## src/hw/rtl/erms_pkg.sv

```systemverilog
`timescale 1ns / 1ps

package erms_pkg;

    localparam int CmW    = 14;
    localparam int DigitW = 4;
    localparam int EchoW  = 16;
    localparam int MultW  = 8;
    localparam int DivW   = 8;
    localparam int StabW  = 3;
    localparam int ShowW  = 10;
    localparam int AddrW  = 4;
    localparam int DataW  = 32;

    localparam logic [CmW-1:0]   CmMax   = 14'd16383;
    localparam logic [ShowW-1:0] ShowMax = 10'd999;

    localparam logic [MultW-1:0] MultReset = 8'd12;
    localparam logic [DivW-1:0]  DivReset  = 8'd58;
    localparam logic [StabW-1:0] StabReset = 3'd3;

    localparam logic [1:0] RegTickMultiplier = 2'd0;
    localparam logic [1:0] RegCmDivisor      = 2'd1;
    localparam logic [1:0] RegStableGroups   = 2'd2;

    typedef struct packed {
        logic load;
        logic mul;
        logic div_step;
        logic update;
        logic hun;
        logic rem;
        logic ten;
        logic emit;
    } cmd_t;

    typedef struct packed {
        logic div_last;
        logic out_free;
    } sts_t;

endpackage

```

## src/hw/rtl/erms_if.sv

```systemverilog
`timescale 1ns / 1ps

interface erms_in_if;
    logic                         valid;
    logic                         ready;
    logic [erms_pkg::EchoW-1:0]   echo_ticks;
    logic                         echo_seen;

    modport source (output valid, output echo_ticks, output echo_seen, input ready);
    modport sink   (input valid, input echo_ticks, input echo_seen, output ready);
endinterface

interface erms_out_if;
    logic                          valid;
    logic                          ready;
    logic [erms_pkg::CmW-1:0]      sample_cm;
    logic                          group_done;
    logic                          display_changed;
    logic [erms_pkg::DigitW-1:0]   hundreds_digit;
    logic [erms_pkg::DigitW-1:0]   tens_digit;
    logic [erms_pkg::DigitW-1:0]   ones_digit;

    modport source (output valid, output sample_cm, output group_done,
                    output display_changed, output hundreds_digit,
                    output tens_digit, output ones_digit, input ready);
    modport sink   (input valid, input sample_cm, input group_done,
                    input display_changed, input hundreds_digit,
                    input tens_digit, input ones_digit, output ready);
endinterface

```

## src/hw/rtl/echo_range_median_stabilizer.sv

```systemverilog
`timescale 1ns / 1ps

// Channel     Dir  Handshake        Payload
// sample_in   in   valid/ready      echo_ticks[15:0], echo_seen
// result_out  out  valid/ready      sample_cm[13:0], group_done, display_changed,
//                                   hundreds_digit, tens_digit, ones_digit
// apb         in   psel/penable     paddr[3:0], pwdata, prdata (pready tied high)
//
// After a transaction is accepted, its result is built by one multiply, one quotient bit per
// cycle in the restoring divider, the median/update step, a decimal split into hundreds,
// remainder and tens, and the output load.
// The next transaction is accepted once the current result sits in the output
// register; a stalled output holds the block before its final load.
// Reset loads the register defaults and clears slot, shown value and count.

module echo_range_median_stabilizer
#(
    parameter int TICK_BITS = 16
)
(
    input  logic                          clk,
    input  logic                          rst_n,
    erms_in_if.sink                       sample_in,
    erms_out_if.source                    result_out,
    input  logic                          psel,
    input  logic                          penable,
    input  logic                          pwrite,
    input  logic [erms_pkg::AddrW-1:0]    paddr,
    input  logic [erms_pkg::DataW-1:0]    pwdata,
    output logic [erms_pkg::DataW-1:0]    prdata,
    output logic                          pready
);

    logic [erms_pkg::MultW-1:0] mult_reg;
    logic [erms_pkg::DivW-1:0]  div_reg;
    logic [erms_pkg::StabW-1:0] stab_reg;
    logic                       wr_en;
    logic [1:0]                 reg_idx;

    assign pready  = 1'b1;
    assign wr_en   = psel && penable && pwrite && pready;
    assign reg_idx = paddr[3:2];

    always_ff @(posedge clk or negedge rst_n)
    begin
        if (!rst_n)
        begin
            mult_reg <= erms_pkg::MultReset;
            div_reg  <= erms_pkg::DivReset;
            stab_reg <= erms_pkg::StabReset;
        end
        else if (wr_en)
        begin
            case (reg_idx)
                erms_pkg::RegTickMultiplier: mult_reg <= pwdata[erms_pkg::MultW-1:0];
                erms_pkg::RegCmDivisor:      div_reg  <= pwdata[erms_pkg::DivW-1:0];
                erms_pkg::RegStableGroups:   stab_reg <= pwdata[erms_pkg::StabW-1:0];
                default:
                begin
                end
            endcase
        end
    end

    always_comb
    begin
        case (reg_idx)
            erms_pkg::RegTickMultiplier: prdata = erms_pkg::DataW'(mult_reg);
            erms_pkg::RegCmDivisor:      prdata = erms_pkg::DataW'(div_reg);
            erms_pkg::RegStableGroups:   prdata = erms_pkg::DataW'(stab_reg);
            default:                     prdata = '0;
        endcase
    end

    erms_pkg::cmd_t cmd;
    erms_pkg::sts_t sts;

    erms_ctrl u_ctrl
    (
        .clk      (clk),
        .rst_n    (rst_n),
        .in_valid (sample_in.valid),
        .in_ready (sample_in.ready),
        .sts      (sts),
        .cmd      (cmd)
    );

    erms_dp
    #(
        .TICK_BITS (TICK_BITS)
    )
    u_dp
    (
        .clk             (clk),
        .rst_n           (rst_n),
        .cmd             (cmd),
        .sts             (sts),
        .echo_ticks      (sample_in.echo_ticks),
        .echo_seen       (sample_in.echo_seen),
        .tick_multiplier (mult_reg),
        .cm_divisor      (div_reg),
        .stable_groups   (stab_reg),
        .result_out      (result_out)
    );

endmodule

```

## src/hw/rtl/erms_ctrl.sv

```systemverilog
`timescale 1ns / 1ps

module erms_ctrl
(
    input  logic            clk,
    input  logic            rst_n,
    input  logic            in_valid,
    output logic            in_ready,
    input  erms_pkg::sts_t  sts,
    output erms_pkg::cmd_t  cmd
);

    localparam logic [2:0] StIdle = 3'd0;
    localparam logic [2:0] StMul  = 3'd1;
    localparam logic [2:0] StDiv  = 3'd2;
    localparam logic [2:0] StUpd  = 3'd3;
    localparam logic [2:0] StHun  = 3'd4;
    localparam logic [2:0] StRem  = 3'd5;
    localparam logic [2:0] StTen  = 3'd6;
    localparam logic [2:0] StDone = 3'd7;

    logic [2:0] state_reg;
    logic [2:0] state_next;

    always_comb
    begin
        state_next = state_reg;
        cmd        = '0;
        in_ready   = 1'b0;
        case (state_reg)
            StIdle:
            begin
                in_ready = 1'b1;
                if (in_valid)
                begin
                    cmd.load   = 1'b1;
                    state_next = StMul;
                end
            end
            StMul:
            begin
                cmd.mul    = 1'b1;
                state_next = StDiv;
            end
            StDiv:
            begin
                cmd.div_step = 1'b1;
                if (sts.div_last)
                begin
                    state_next = StUpd;
                end
            end
            StUpd:
            begin
                cmd.update = 1'b1;
                state_next = StHun;
            end
            StHun:
            begin
                cmd.hun    = 1'b1;
                state_next = StRem;
            end
            StRem:
            begin
                cmd.rem    = 1'b1;
                state_next = StTen;
            end
            StTen:
            begin
                cmd.ten    = 1'b1;
                state_next = StDone;
            end
            StDone:
            begin
                if (sts.out_free)
                begin
                    cmd.emit   = 1'b1;
                    state_next = StIdle;
                end
            end
            default:
            begin
                state_next = StIdle;
            end
        endcase
    end

    always_ff @(posedge clk or negedge rst_n)
    begin
        if (!rst_n)
        begin
            state_reg <= StIdle;
        end
        else
        begin
            state_reg <= state_next;
        end
    end

endmodule

```

## src/hw/rtl/erms_dp.sv

```systemverilog
`timescale 1ns / 1ps

module erms_dp
#(
    parameter int TICK_BITS = 16
)
(
    input  logic                            clk,
    input  logic                            rst_n,
    input  erms_pkg::cmd_t                  cmd,
    output erms_pkg::sts_t                  sts,
    input  logic [erms_pkg::EchoW-1:0]      echo_ticks,
    input  logic                            echo_seen,
    input  logic [erms_pkg::MultW-1:0]      tick_multiplier,
    input  logic [erms_pkg::DivW-1:0]       cm_divisor,
    input  logic [erms_pkg::StabW-1:0]      stable_groups,
    erms_out_if.source                      result_out
);

    localparam int ProdW = TICK_BITS + erms_pkg::MultW;
    localparam int CntW  = $clog2(ProdW);
    localparam int CmW   = erms_pkg::CmW;

    localparam logic [CntW-1:0] CntLast = CntW'(ProdW - 1);

    logic [TICK_BITS-1:0] tick_in;

    generate
        if (TICK_BITS > erms_pkg::EchoW)
        begin : g_ext
            assign tick_in = {{(TICK_BITS - erms_pkg::EchoW){1'b0}}, echo_ticks};
        end
        else if (TICK_BITS == erms_pkg::EchoW)
        begin : g_same
            assign tick_in = echo_ticks;
        end
        else
        begin : g_cut
            assign tick_in = echo_ticks[TICK_BITS-1:0];
        end
    endgenerate

    logic [TICK_BITS-1:0]         ticks_reg;
    logic                         seen_reg;
    logic [ProdW-1:0]             quo_reg;
    logic [erms_pkg::DivW-1:0]    rem_reg;
    logic [CntW-1:0]              cnt_reg;
    logic [CmW-1:0]               store_reg [3];
    logic [1:0]                   slot_reg;
    logic [CmW-1:0]               shown_reg;
    logic [erms_pkg::StabW-1:0]   change_reg;
    logic [CmW-1:0]               cm_reg;
    logic                         done_reg;
    logic                         changed_reg;
    logic [erms_pkg::DigitW-1:0]  hun_reg;
    logic [6:0]                   rem100_reg;
    logic [erms_pkg::DigitW-1:0]  ten_reg;

    logic                         out_valid_reg;
    logic [CmW-1:0]               out_cm_reg;
    logic                         out_done_reg;
    logic                         out_changed_reg;
    logic [erms_pkg::DigitW-1:0]  out_hun_reg;
    logic [erms_pkg::DigitW-1:0]  out_ten_reg;
    logic [erms_pkg::DigitW-1:0]  out_one_reg;

    // restoring divide step
    logic [erms_pkg::DivW:0]      trial;
    logic                         trial_ge;
    logic [erms_pkg::DivW:0]      trial_sub;

    assign trial     = {rem_reg, quo_reg[ProdW-1]};
    assign trial_ge  = trial >= {1'b0, cm_divisor};
    assign trial_sub = trial - {1'b0, cm_divisor};

    logic [CmW-1:0] quo_sat;
    logic [CmW-1:0] cm_val;

    assign quo_sat = (|quo_reg[ProdW-1:CmW]) ? erms_pkg::CmMax : quo_reg[CmW-1:0];
    assign cm_val  = seen_reg ? quo_sat : '0;

    // median of the two stored values and the new one
    logic [CmW-1:0] lo_ab;
    logic [CmW-1:0] hi_ab;
    logic [CmW-1:0] mid_c;
    logic [CmW-1:0] med;

    assign lo_ab = (store_reg[0] < store_reg[1]) ? store_reg[0] : store_reg[1];
    assign hi_ab = (store_reg[0] < store_reg[1]) ? store_reg[1] : store_reg[0];
    assign mid_c = (hi_ab < cm_val) ? hi_ab : cm_val;
    assign med   = (lo_ab > mid_c) ? lo_ab : mid_c;

    logic [erms_pkg::StabW-1:0] need;
    logic [erms_pkg::StabW-1:0] change_inc;

    assign need       = (stable_groups == '0) ? erms_pkg::StabW'(1) : stable_groups;
    assign change_inc = (change_reg == '1) ? change_reg : change_reg + 1'b1;

    // decimal split: x/100 ~ x*41>>12 for x<1000, r/10 ~ r*205>>11 for r<100
    logic [erms_pkg::ShowW-1:0] show_v;
    logic [15:0]                hun_prod;
    logic [erms_pkg::ShowW-1:0] rem_full;
    logic [14:0]                ten_prod;
    logic [6:0]                 one_full;

    assign show_v   = (shown_reg > CmW'(erms_pkg::ShowMax)) ? erms_pkg::ShowMax
                                                            : shown_reg[erms_pkg::ShowW-1:0];
    assign hun_prod = 16'(show_v) * 16'd41;
    assign rem_full = show_v - erms_pkg::ShowW'(hun_reg) * erms_pkg::ShowW'(100);
    assign ten_prod = 15'(rem100_reg) * 15'd205;
    assign one_full = rem100_reg - 7'(ten_reg) * 7'd10;

    assign sts.div_last = (cnt_reg == CntLast);
    assign sts.out_free = !out_valid_reg || result_out.ready;

    always_ff @(posedge clk)
    begin
        if (cmd.load)
        begin
            ticks_reg <= tick_in;
            seen_reg  <= echo_seen;
        end
        if (cmd.mul)
        begin
            quo_reg <= ProdW'(ticks_reg) * ProdW'(tick_multiplier);
            rem_reg <= '0;
            cnt_reg <= '0;
        end
        else if (cmd.div_step)
        begin
            quo_reg <= {quo_reg[ProdW-2:0], trial_ge};
            rem_reg <= trial_ge ? trial_sub[erms_pkg::DivW-1:0] : trial[erms_pkg::DivW-1:0];
            cnt_reg <= cnt_reg + 1'b1;
        end
        if (cmd.update)
        begin
            cm_reg              <= cm_val;
            store_reg[slot_reg] <= cm_val;
        end
        if (cmd.hun)
        begin
            hun_reg <= hun_prod[15:12];
        end
        if (cmd.rem)
        begin
            rem100_reg <= rem_full[6:0];
        end
        if (cmd.ten)
        begin
            ten_reg <= ten_prod[14:11];
        end
        if (cmd.emit)
        begin
            out_cm_reg      <= cm_reg;
            out_done_reg    <= done_reg;
            out_changed_reg <= changed_reg;
            out_hun_reg     <= hun_reg;
            out_ten_reg     <= ten_reg;
            out_one_reg     <= one_full[erms_pkg::DigitW-1:0];
        end
    end

    always_ff @(posedge clk or negedge rst_n)
    begin
        if (!rst_n)
        begin
            slot_reg      <= '0;
            shown_reg     <= '0;
            change_reg    <= '0;
            done_reg      <= 1'b0;
            changed_reg   <= 1'b0;
            out_valid_reg <= 1'b0;
        end
        else
        begin
            if (cmd.update)
            begin
                done_reg    <= 1'b0;
                changed_reg <= 1'b0;
                if (slot_reg == 2'd2)
                begin
                    slot_reg <= '0;
                    done_reg <= 1'b1;
                    if (med == shown_reg)
                    begin
                        change_reg <= '0;
                    end
                    else if (change_inc >= need)
                    begin
                        change_reg  <= '0;
                        shown_reg   <= med;
                        changed_reg <= 1'b1;
                    end
                    else
                    begin
                        change_reg <= change_inc;
                    end
                end
                else
                begin
                    slot_reg <= slot_reg + 1'b1;
                end
            end
            if (cmd.emit)
            begin
                out_valid_reg <= 1'b1;
            end
            else if (result_out.ready)
            begin
                out_valid_reg <= 1'b0;
            end
        end
    end

    assign result_out.valid           = out_valid_reg;
    assign result_out.sample_cm       = out_cm_reg;
    assign result_out.group_done      = out_done_reg;
    assign result_out.display_changed = out_changed_reg;
    assign result_out.hundreds_digit  = out_hun_reg;
    assign result_out.tens_digit      = out_ten_reg;
    assign result_out.ones_digit      = out_one_reg;

endmodule

```

## src/flat_wrapper.sv

```systemverilog
// flat-port wrapper written by rule: the top's interface ports become plain ports
module echo_range_median_stabilizer_flat 
#(
    parameter int TICK_BITS = 16
)
  (clk, rst_n, psel, penable, pwrite, paddr, pwdata, prdata, pready, sample_in_valid, sample_in_echo_ticks, sample_in_echo_seen, sample_in_ready, result_out_valid, result_out_sample_cm, result_out_group_done, result_out_display_changed, result_out_hundreds_digit, result_out_tens_digit, result_out_ones_digit, result_out_ready);
  erms_in_if sample_in_i ();
  erms_out_if result_out_i ();
  input  logic clk;
  input  logic rst_n;
  input  logic psel;
  input  logic penable;
  input  logic pwrite;
  input  logic [erms_pkg::AddrW-1:0] paddr;
  input  logic [erms_pkg::DataW-1:0] pwdata;
  output logic [erms_pkg::DataW-1:0] prdata;
  output logic pready;
  input wire logic [$bits(sample_in_i.valid)-1:0] sample_in_valid;
  input wire logic [$bits(sample_in_i.echo_ticks)-1:0] sample_in_echo_ticks;
  input wire logic [$bits(sample_in_i.echo_seen)-1:0] sample_in_echo_seen;
  output wire logic [$bits(sample_in_i.ready)-1:0] sample_in_ready;
  output wire logic [$bits(result_out_i.valid)-1:0] result_out_valid;
  output wire logic [$bits(result_out_i.sample_cm)-1:0] result_out_sample_cm;
  output wire logic [$bits(result_out_i.group_done)-1:0] result_out_group_done;
  output wire logic [$bits(result_out_i.display_changed)-1:0] result_out_display_changed;
  output wire logic [$bits(result_out_i.hundreds_digit)-1:0] result_out_hundreds_digit;
  output wire logic [$bits(result_out_i.tens_digit)-1:0] result_out_tens_digit;
  output wire logic [$bits(result_out_i.ones_digit)-1:0] result_out_ones_digit;
  input wire logic [$bits(result_out_i.ready)-1:0] result_out_ready;
  assign sample_in_i.valid = sample_in_valid;
  assign sample_in_i.echo_ticks = sample_in_echo_ticks;
  assign sample_in_i.echo_seen = sample_in_echo_seen;
  assign sample_in_ready = sample_in_i.ready;
  assign result_out_valid = result_out_i.valid;
  assign result_out_sample_cm = result_out_i.sample_cm;
  assign result_out_group_done = result_out_i.group_done;
  assign result_out_display_changed = result_out_i.display_changed;
  assign result_out_hundreds_digit = result_out_i.hundreds_digit;
  assign result_out_tens_digit = result_out_i.tens_digit;
  assign result_out_ones_digit = result_out_i.ones_digit;
  assign result_out_i.ready = result_out_ready;
  echo_range_median_stabilizer #(.TICK_BITS(TICK_BITS)) u_core (.clk(clk), .rst_n(rst_n), .sample_in(sample_in_i), .result_out(result_out_i), .psel(psel), .penable(penable), .pwrite(pwrite), .paddr(paddr), .pwdata(pwdata), .prdata(prdata), .pready(pready));
endmodule
```

## config.mk

```make
export PLATFORM = sky130hd
export DESIGN_NAME = echo_range_median_stabilizer_flat
export DESIGN_NICKNAME = d
export VERILOG_FILES = /design/src/hw/rtl/erms_pkg.sv /design/src/hw/rtl/erms_if.sv /design/src/hw/rtl/echo_range_median_stabilizer.sv /design/src/hw/rtl/erms_ctrl.sv /design/src/hw/rtl/erms_dp.sv /design/src/flat_wrapper.sv
export SDC_FILE = /design/constraint.sdc
export NUM_CORES = 1
export LEC_CHECK = 0
export BUFFER_PORTS_ARGS = -buffer_cell sky130_fd_sc_hd__clkbuf_2
export CAP_MARGIN = 20
export CORE_ASPECT_RATIO = 0.8
export CORE_MARGIN = 2
export CORE_UTILIZATION = 26
export CTS_CLUSTER_DIAMETER = 60
export DETAILED_ROUTE_END_ITERATION = 8
export PLACE_DENSITY = 0.52
export RECOVER_POWER = 25
export SYNTH_ARGS = -nofsm -noshare
export SYNTH_HDL_FRONTEND = slang
export SYNTH_SLANG_ARGS = --single-unit
```

## constraint.sdc

```tcl
create_clock -name clk -period 6.42 [get_ports clk]
set_input_delay 1.605 -clock clk [delete_from_list [all_inputs] [get_ports clk]]
set_output_delay 1.605 -clock clk [all_outputs]
set_load 0.05 [all_outputs]
```

## Yosys cells after proc, flatten, opt, wreduce, memory -nomap -nowiden

Memory sizes are Yosys's and may differ from the RTL's.
Index checks and enable logic that the tools add are counted.
Widths: inputs -> output; s select.

| word-level totals | value |
|---|---|
| register bits after elaboration | 155 |
| bits in writable memories | 42 |
| input bits | 60 |
| output and inout bits | 63 |
| logic and storage cells | 115 |
| memories kept | 1 |

Memory list:

| name | depth | width | rd ports | clocked after Yosys merged registers in | write ports | line | RTL |
|---|---|---|---|---|---|---|---|
| u_core.u_dp.store_reg | 3 | 14 | 2 | 0 | 1 | erms_dp.sv:48 | `logic [CmW-1:0] store_reg [3];` |

| cells by class | value |
|---|---|
| add/sub/neg operators | 6 |
| multiply operators | 5 |
| magnitude comparators | 6 |
| equality and inequality tests | 16 |
| muxes and demuxes | 39 |
| bitwise operators | 1 |
| reduce and logical (&&, ||, !) cells | 16 |

Operators with widths:

| cell | count |
|---|---|
| $mux 14 | 6 |
| $mux 24 | 2 |
| $lt 14x14->1 | 2 |
| $mul 16x8->24 | 1 |
| $pmux 3 s8 | 1 |
| $pmux 8 s3 | 1 |
| $mux 3 | 7 |
| $mux 1 | 19 |
| $mul 10x6->16 const B | 1 |
| $eq 3x3->1 const B | 5 |
| $mul 7x8->15 const B | 1 |
| $eq 14x14->1 | 1 |
| $gt 14x10->1 const B | 1 |
| $gt 14x14->1 | 1 |
| $mux 10 | 1 |
| $reduce_or 10->1 | 1 |
| $ge 9x8->1 | 1 |
| $mux 8 | 1 |
| $reduce_and 2->1 | 4 |
| $sub 8x8->8 | 1 |
| $sub 7x7->7 | 1 |
| $eq 3x2->1 const B | 2 |
| $logic_not 3->1 | 2 |
| $add 5x1->5 const B | 1 |
| other kinds (21) | 25 |

## Depth between registers and ports, before layout

Gate-level depths: netlist (run 1).

| logic depth | value |
|---|---|
| word-level depth | 10 |
| mapped depth | 35 |
| mapped depth without buffers | 28 |

## Cells and area by module

A second synthesis (run 1) with hierarchy kept.

| second synthesis, totals | value |
|---|---|
| cells, all modules | 1,437 |
| area total of the unflattened synthesis | 15,234.6 um^2 |

Modules (own cells, without submodules):

| module | instances | cells each | area an instance (um^2) | sequential area each (um^2) |
|---|---|---|---|---|
| erms_dp | 1 | 1,320 | 13,888.3 | 4,594.4 |
| echo_range_median_stabilizer | 1 | 92 | 1,118.6 | 485.5 |
| erms_ctrl | 1 | 25 | 227.7 | 75.1 |

## Worst setup path before layout (run 1)

Ideal clock, no wire load.

| timing | value |
|---|---|
| kind | flip-flop to flip-flop |
| start | memory u_core.u_dp.store_reg[0][13] |
| end | register u_core.u_dp.shown_reg[13] |
| setup time | 0.128 ns |
| arrival | 6.709 ns |
| required time | 6.292 ns |
| path slack | -0.416 ns |
| stages on the path, launching flop included | 33 |
| path buffers | 6 |
| period minus slack after synthesis | 6.836 ns |
| cells stage by stage | edfxtp_1 ha_1 a2111o_1 a221oi_2 o211a_1 nor2_1 buf_2 clkbuf_1 nand2_1 o21ai_0 ha_1 a21oi_1 o211ai_1 a221o_1 a21o_1 nor2_1 buf_2 buf_1 a21oi_1 ha_1 a211oi_1 o21ai_0 o211ai_1 a31oi_1 buf_2 nand4_1 o2111ai_1 a311oi_1 o311ai_1 a2111o_1 o21ai_4 buf_6 mux2_1 |

RTL lines:

| element | line | RTL |
|---|---|---|
| from (decl) | erms_dp.sv:48 |  |
| to (signal assigned) | erms_dp.sv:191 | `shown_reg <= med;` |
| to (decl) | erms_dp.sv:50 | `logic [CmW-1:0] shown_reg;` |

==> results of run 1 <==
## per-layer routing
layer | wire (microns) | up-vias | track usage
li1 | - | 5716 | -
met1 | 20300 | 5702 | 0.200
met2 | 18300 | 212 | 0.210
met3 | 1660 | 28 | 0.0221
met4 | 506 | 0 | 0.0338
met5 | 0 | - | 0
## logic make-up (layout without fill, tap and decap cells)
group	count (synthesis)	count (layout)	share of synthesized area
AO/OA/AOI/OAI	272	272	0.116
XOR/XNOR	51	51	0.0291
adder cells (fa/ha/maj)	269	269	0.268
buffers and inverters	275	490	0.0743
flip-flops	183	183	0.336
multiplexers	54	54	0.0377
other	2	25	0.000489
AND/OR/NAND/NOR	444	444	0.139
## cell usage in the layout, fill, tap and decap left out, drive strengths merged, types with 10 or more instances in the layout
cell type | Yosys | final
dfxtp | 13 | 13
and2 | 61 | 61
clkbuf | 39 | 92
nor2b | 16 | 16
nand2 | 169 | 169
a211oi | 14 | 14
conb | 2 | 25
edfxtp | 126 | 126
ha | 170 | 170
o22ai | 10 | 10
nand3 | 25 | 25
buf | 34 | 181
o21ai | 88 | 88
nor3 | 21 | 21
fa | 99 | 99
a21oi | 54 | 54
xor2 | 18 | 18
dfrtp | 36 | 36
xnor2 | 33 | 33
nand4 | 15 | 15
nor2 | 80 | 80
nand2b | 19 | 19
mux2i | 23 | 23
mux2 | 31 | 31
a21o | 28 | 28
inv | 202 | 209
## timing repair
item                                    4_1_cts  5_1_grt
buffers inserted                             22        7
pin swaps                                     5        7
endpoints found under the hold margin         0        0
cloned                                        2        0
resized for setup                            84       34
endpoints found under the setup margin       18       18
## power by group
| part | internal [mW] | switching, mW | leakage [nW] |
|---|---|---|---|
| Combinational | 3.04 | 3.93 | 6.79 |
| Sequential | 1.77 | 0.307 | 1.82 |
| Clock | 0.551 | 0.523 | 0.286 |
## layout make-up
class                   count  area share
clock buffers              17      0.0225
clock inverters            15     0.00847
inverters                 202      0.0401
multi-input cells        1115       0.509
flip-flops and latches    183       0.273
well taps                 769      0.0509
repair buffers            256      0.0961
## how the worst max path moves through the flow
stage | start | endpoint | slack [ps]
floorplan | u_core.u_dp.store_reg[1][13]$_DFFE_PP_ | u_core.u_dp.shown_reg[13]$_DFFE_PN0P_ | 6
global placement | u_core.u_dp.store_reg[1][13]$_DFFE_PP_ | u_core.u_dp.shown_reg[0]$_DFFE_PN0P_ | -500
detailed placement | u_core.u_dp.store_reg[1][13]$_DFFE_PP_ | u_core.u_dp.shown_reg[13]$_DFFE_PN0P_ | -560
CTS | u_core.u_dp.store_reg[1][13]$_DFFE_PP_ | u_core.u_dp.shown_reg[2]$_DFFE_PN0P_ | -160
global route | u_core.u_dp.store_reg[1][13]$_DFFE_PP_ | u_core.u_dp.change_reg[0]$_DFFE_PN0P_ | -540
finish | u_core.u_dp.store_reg[1][13]$_DFFE_PP_ | u_core.u_dp.shown_reg[0]$_DFFE_PN0P_ | -220
## per-stage QoR
step	hold slack (ps)	instances
6_report	420	2557
2_1_floorplan	400	1573
3_3_place_gp	400	2498
5_1_grt	430	2557
4_1_cts	423	2552
3_5_place_dp	405	2498
## cell usage after synthesis (all sizes together), types with 31 or more instances
library cell and n:
a21oi 54, and2 61, buf 34, clkbuf 39
dfrtp 36, edfxtp 126, fa 99, ha 170
inv 202, mux2 31, nand2 169, nor2 80
o21ai 88, xnor2 33
==> flow_metrics.tcl, run 1 <==
set metrics [dict create \
    hp-start "u_core.u_dp.cm_reg[13]$_DFFE_PP_" \
    diodes 0 \
    fin_worst_skew_ps 14.1 \
    post_synth_instance_area_sq_mm 0.0154 \
    hold_depth 0 \
    hold_buffers 0 \
    synthArstFlopShare 0.240 \
    route.detailed.vias_per_inst 4.56 \
    place_area_sq_mm 0.0176 \
    ios 123 \
    first_pass_iters 7 \
    portBuffers 71 \
    drcViolationCount 2 \
    drt-total-wl_microns 40800 \
    slew_headroom -0.751 \
    gp_congestion 0.916 \
    setup_ws_ps -216 \
    drtIter0Drc 723 \
    clk_latency_ps 470 \
    setup-tns-final_ps -2230 \
    yosysSeqAreaShare 0.336 \
    fin_util 0.324 \
    rsz0062_at_grt "yes" \
    fmax_mhz 151 \
    fillers 5998 \
    core_area_sq_mm 0.0583 \
    fp.dieW_microns 276 \
    synth.avg_cell_area_sq_um 9.91 \
    synth_top_area_share 0.246 \
    path_class "flip-flop to flip-flop" \
    multi_input_area_sq_mm 0.00963 \
    antenna_found_initial 0 \
    p_total_mw 10.1 \
    final.period_utilization 1.03 \
    reg2regPathDepth 32 \
    cp_common_cell "buf_6" \
    max_cap_viol_count 2 \
    cts_sinks 183 \
    hold_viol_final 0 \
    clockBufferDepth 2 \
    rows 79 \
    reg2reg_slack_ps -220 \
    largest_reg_flops 28 \
    p_leak_nw 8.89 \
    yosysWarnings 0 \
    fin_area_sq_mm 0.0189 \
    fin_nets 2104 \
    dieArea_sq_mm 0.0610 \
    worstPathRequired_ps 6770 \
    crit_slowest_cell "a221o_2" \
    grt_pass1_vias 11900 \
    power_density_mw_per_mm2 536 \
    initial_core_util 0.263 \
    grt_max_degree 45 \
    hold_path_end "u_core.u_dp.result_out.sample_cm[13]$_DFFE_PP_" \
    cp-end-kind "flip-flop" \
    preCtsSetupSlack_ps -562 \
    grt.overflow.total 0 \
    crit_arrival_ps 6990 \
    synth_top_cell_by_area "edfxtp_1" \
    ys_seq_elements 183 \
    drive_above_1_share 0.226 \
    cp_num_buf_inv 8 \
    status "finished with violations" \
    synth_cell_type_count 82 \
    slowest_delay_ps 450 \
    hold_class "flip-flop to flip-flop" \
    cts_tree "yes" \
    r2r_end "u_core.u_dp.shown_reg[0]$_DFFE_PN0P_" \
    htreeDepth 4 \
    drt-wirelength-per-cell_microns 15.9 \
    ant_nets 0 \
    synth_edf_count 126 \
    yosys-top-cells-area "edfxtp_1 25%, ha_1 14%, fa_1 13%, dfrtp_1 5.9%, inv_1 4.9%" \
    seqCellArea_sq_mm 0.00515 \
    dieHeight_microns 221 \
    synthCells 1550 \
    crit_cells 32 \
    violations "DRC, capacitance limit, slew limit, setup timing" \
    clkTransAtPathRegs_ps 80 \
    crit_family "compound AO/OA/AOI/OAI gates" \
    crit_fanout 6 \
    start_kind "flip-flop" \
    slew_violations 86 \
    grt_util_all_layers 0.137 \
    numCtsBuffers 17 \
    grt_pass1_wl_microns 65700 \
    cts_root_buffer "clkbuf_16" \
    worst_pin_slew_ps 2630 \
    period_minus_slack_ps 6640 \
    setup_viol 18 \
    syn_to_final_growth_pct 23.1 \
    synth-main-ff-cell "edfxtp_1" \
    r2r-start "u_core.u_dp.store_reg[1][13]$_DFFE_PP_" \
    dp_hpwl_microns 32400 \
    irDropWorstVdd_v 0.000294 \
    vias 11700 \
]
No activity file was read; power rests on OpenSTA's default activity.
==> run 2: changes to the inputs <==
--- a/config.mk
+++ b/config.mk
@@ -12,6 +12,7 @@
 export CORE_UTILIZATION = 26
 export CTS_CLUSTER_DIAMETER = 60
 export DETAILED_ROUTE_END_ITERATION = 8
+export MAX_ROUTING_LAYER = met4
 export PLACE_DENSITY = 0.52
 export RECOVER_POWER = 25
 export SYNTH_ARGS = -nofsm -noshare
==> flow_metrics.tcl, run 2 (synthesized netlist as in run 1, its figures left out) <==
set metrics [dict create \
    drive_above_1_share 0.230 \
    drt-wirelength-per-cell_microns 15.9 \
    first_pass_iters 7 \
    drtIter0Drc 631 \
    gp_congestion 0.901 \
    layout.cells.non_filler 2549 \
    cts_root_buffer "clkbuf_16" \
    ant_nets 0 \
    start_kind "flip-flop" \
    numCtsBuffers 17 \
    hold_class "flip-flop to flip-flop" \
    drt-total-wl_microns 40400 \
    grt_util_all_layers 0.139 \
    rsz0062_at_grt "yes" \
    reg2regPathDepth 32 \
    fp.dieW_microns 276 \
    fin_area_sq_mm 0.0189 \
    fin_worst_skew_ps 14.9 \
    syn_to_final_growth_pct 23.2 \
    cts_sinks 183 \
    grt_pass1_wl_microns 65100 \
    initial_core_util 0.263 \
    p_leak_nw 8.82 \
    setup-tns-final_ps -1370 \
    clk_latency_ps 460 \
    cp-end-kind "flip-flop" \
    slowest_delay_ps 430 \
    slew_violations 45 \
    clockBufferDepth 2 \
    cts_tree "yes" \
    period_minus_slack_ps 6560 \
    grt_max_degree 45 \
    power_density_mw_per_mm2 532 \
    irDropWorstVdd_v 0.000320 \
    status "finished with violations" \
    violations "DRC, capacitance limit, slew limit, setup timing" \
    grt.overflow.total 0 \
    crit_fanout 7 \
    path_class "flip-flop to flip-flop" \
    dieHeight_microns 221 \
    p_total_mw 10.1 \
    hold_depth 0 \
    placed_cells 2495 \
    htreeDepth 4 \
    drcViolationCount 2 \
    fmax_mhz 152 \
    route.detailed.vias_per_inst 4.52 \
    clkTransAtPathRegs_ps 70 \
    place_area_sq_mm 0.0176 \
    slew_headroom -0.800 \
    hold_viol_final 0 \
    rows 79 \
    worstPathRequired_ps 6760 \
    fin_nets 2096 \
    final.period_utilization 1.02 \
    dp_hpwl_microns 31900 \
    portBuffers 71 \
    setup_ws_ps -143 \
    dieArea_sq_mm 0.0610 \
    ios 123 \
    largest_reg_flops 28 \
    crit_arrival_ps 6900 \
    vias 11500 \
    fin_util 0.325 \
    setup_viol 13 \
    max_cap_viol_count 2 \
    preCtsSetupSlack_ps -600 \
    layout_common_cells "200 x inv_1, 161 x nand2_1, 157 x ha_1, 151 x buf_4, 126 x edfxtp_1" \
    diodes 0 \
    antenna_found_initial 0 \
    layout_commonest_cell "inv_1" \
    worst_pin_slew_ps 2700 \
    core_area_sq_mm 0.0583 \
    holdWs_ps 420 \
    hold_buffers 0 \
    grt_pass1_vias 11700 \
    crit_slowest_cell "a221o_2" \
]
-- run 2: final cells by class --
cell class              instances  area [sq um]
flip-flops and latches        183          5150
multi-input cells            1115          9730
well taps                     769           962
clock inverters                13           123
fillers                      6014         39400
clock buffers                  19           433
repair buffers                248          1760
inverters                     202           758
-- run 2: worst max-delay path: cells and delay by family (launching register included) --
family                   cells  cell delay (ps)
AO/OA/AOI/OAI               17             3570
adder cells (fa/ha/maj)      3              690
buffers and inverters        7             1130
flip-flops                   1              400
multiplexers                 1              300
AND/OR/NAND/NOR              4              350
-- run 2: final timing paths --
kind | from | endpoint | slack (ps)
min in group asynchronous | rst_n | u_core.u_dp.shown_reg[2]$_DFFE_PN0P_ | 2090
worst min-delay path | u_core.u_dp.cm_reg[0]$_DFFE_PP_ | u_core.u_dp.result_out.sample_cm[0]$_DFFE_PP_ | 420
worst min register to register | u_core.u_dp.cm_reg[0]$_DFFE_PP_ | u_core.u_dp.result_out.sample_cm[0]$_DFFE_PP_ | 420
max in group asynchronous | rst_n | u_core.div_reg[7]$_DFFE_PN0P_ | 2770
worst max register to register | u_core.u_dp.store_reg[1][13]$_DFFE_PP_ | u_core.u_dp.shown_reg[13]$_DFFE_PN0P_ | -140
worst max-delay path | u_core.u_dp.store_reg[1][13]$_DFFE_PP_ | u_core.u_dp.shown_reg[13]$_DFFE_PN0P_ | -140
-- run 2: layer usage --
layer | vias to the layer above | global-route usage | share of wire
met5 | - | - | 0
met4 | 0 | 0.0246 | 0.0071
met3 | 18 | 0.0216 | 0.035
met2 | 173 | 0.209 | 0.45
met1 | 5628 | 0.200 | 0.51
li1 | 5703 | - | -
-- run 2: where the power goes --
group,switching (mW),internal (mW),total [mW]
sequential,0.307,1.77,2.08
clock,0.505,0.538,1.04
combinational,3.90,3.04,6.94
-- run 2: what timing repair did --
action | CTS | global route
cloned | 2 | 1
buffers inserted | 20 | 3
setup endpoints to repair | 18 | 18
endpoints found under the hold margin | 0 | 0
resized for setup | 106 | 36
pin swaps | 19 | 10
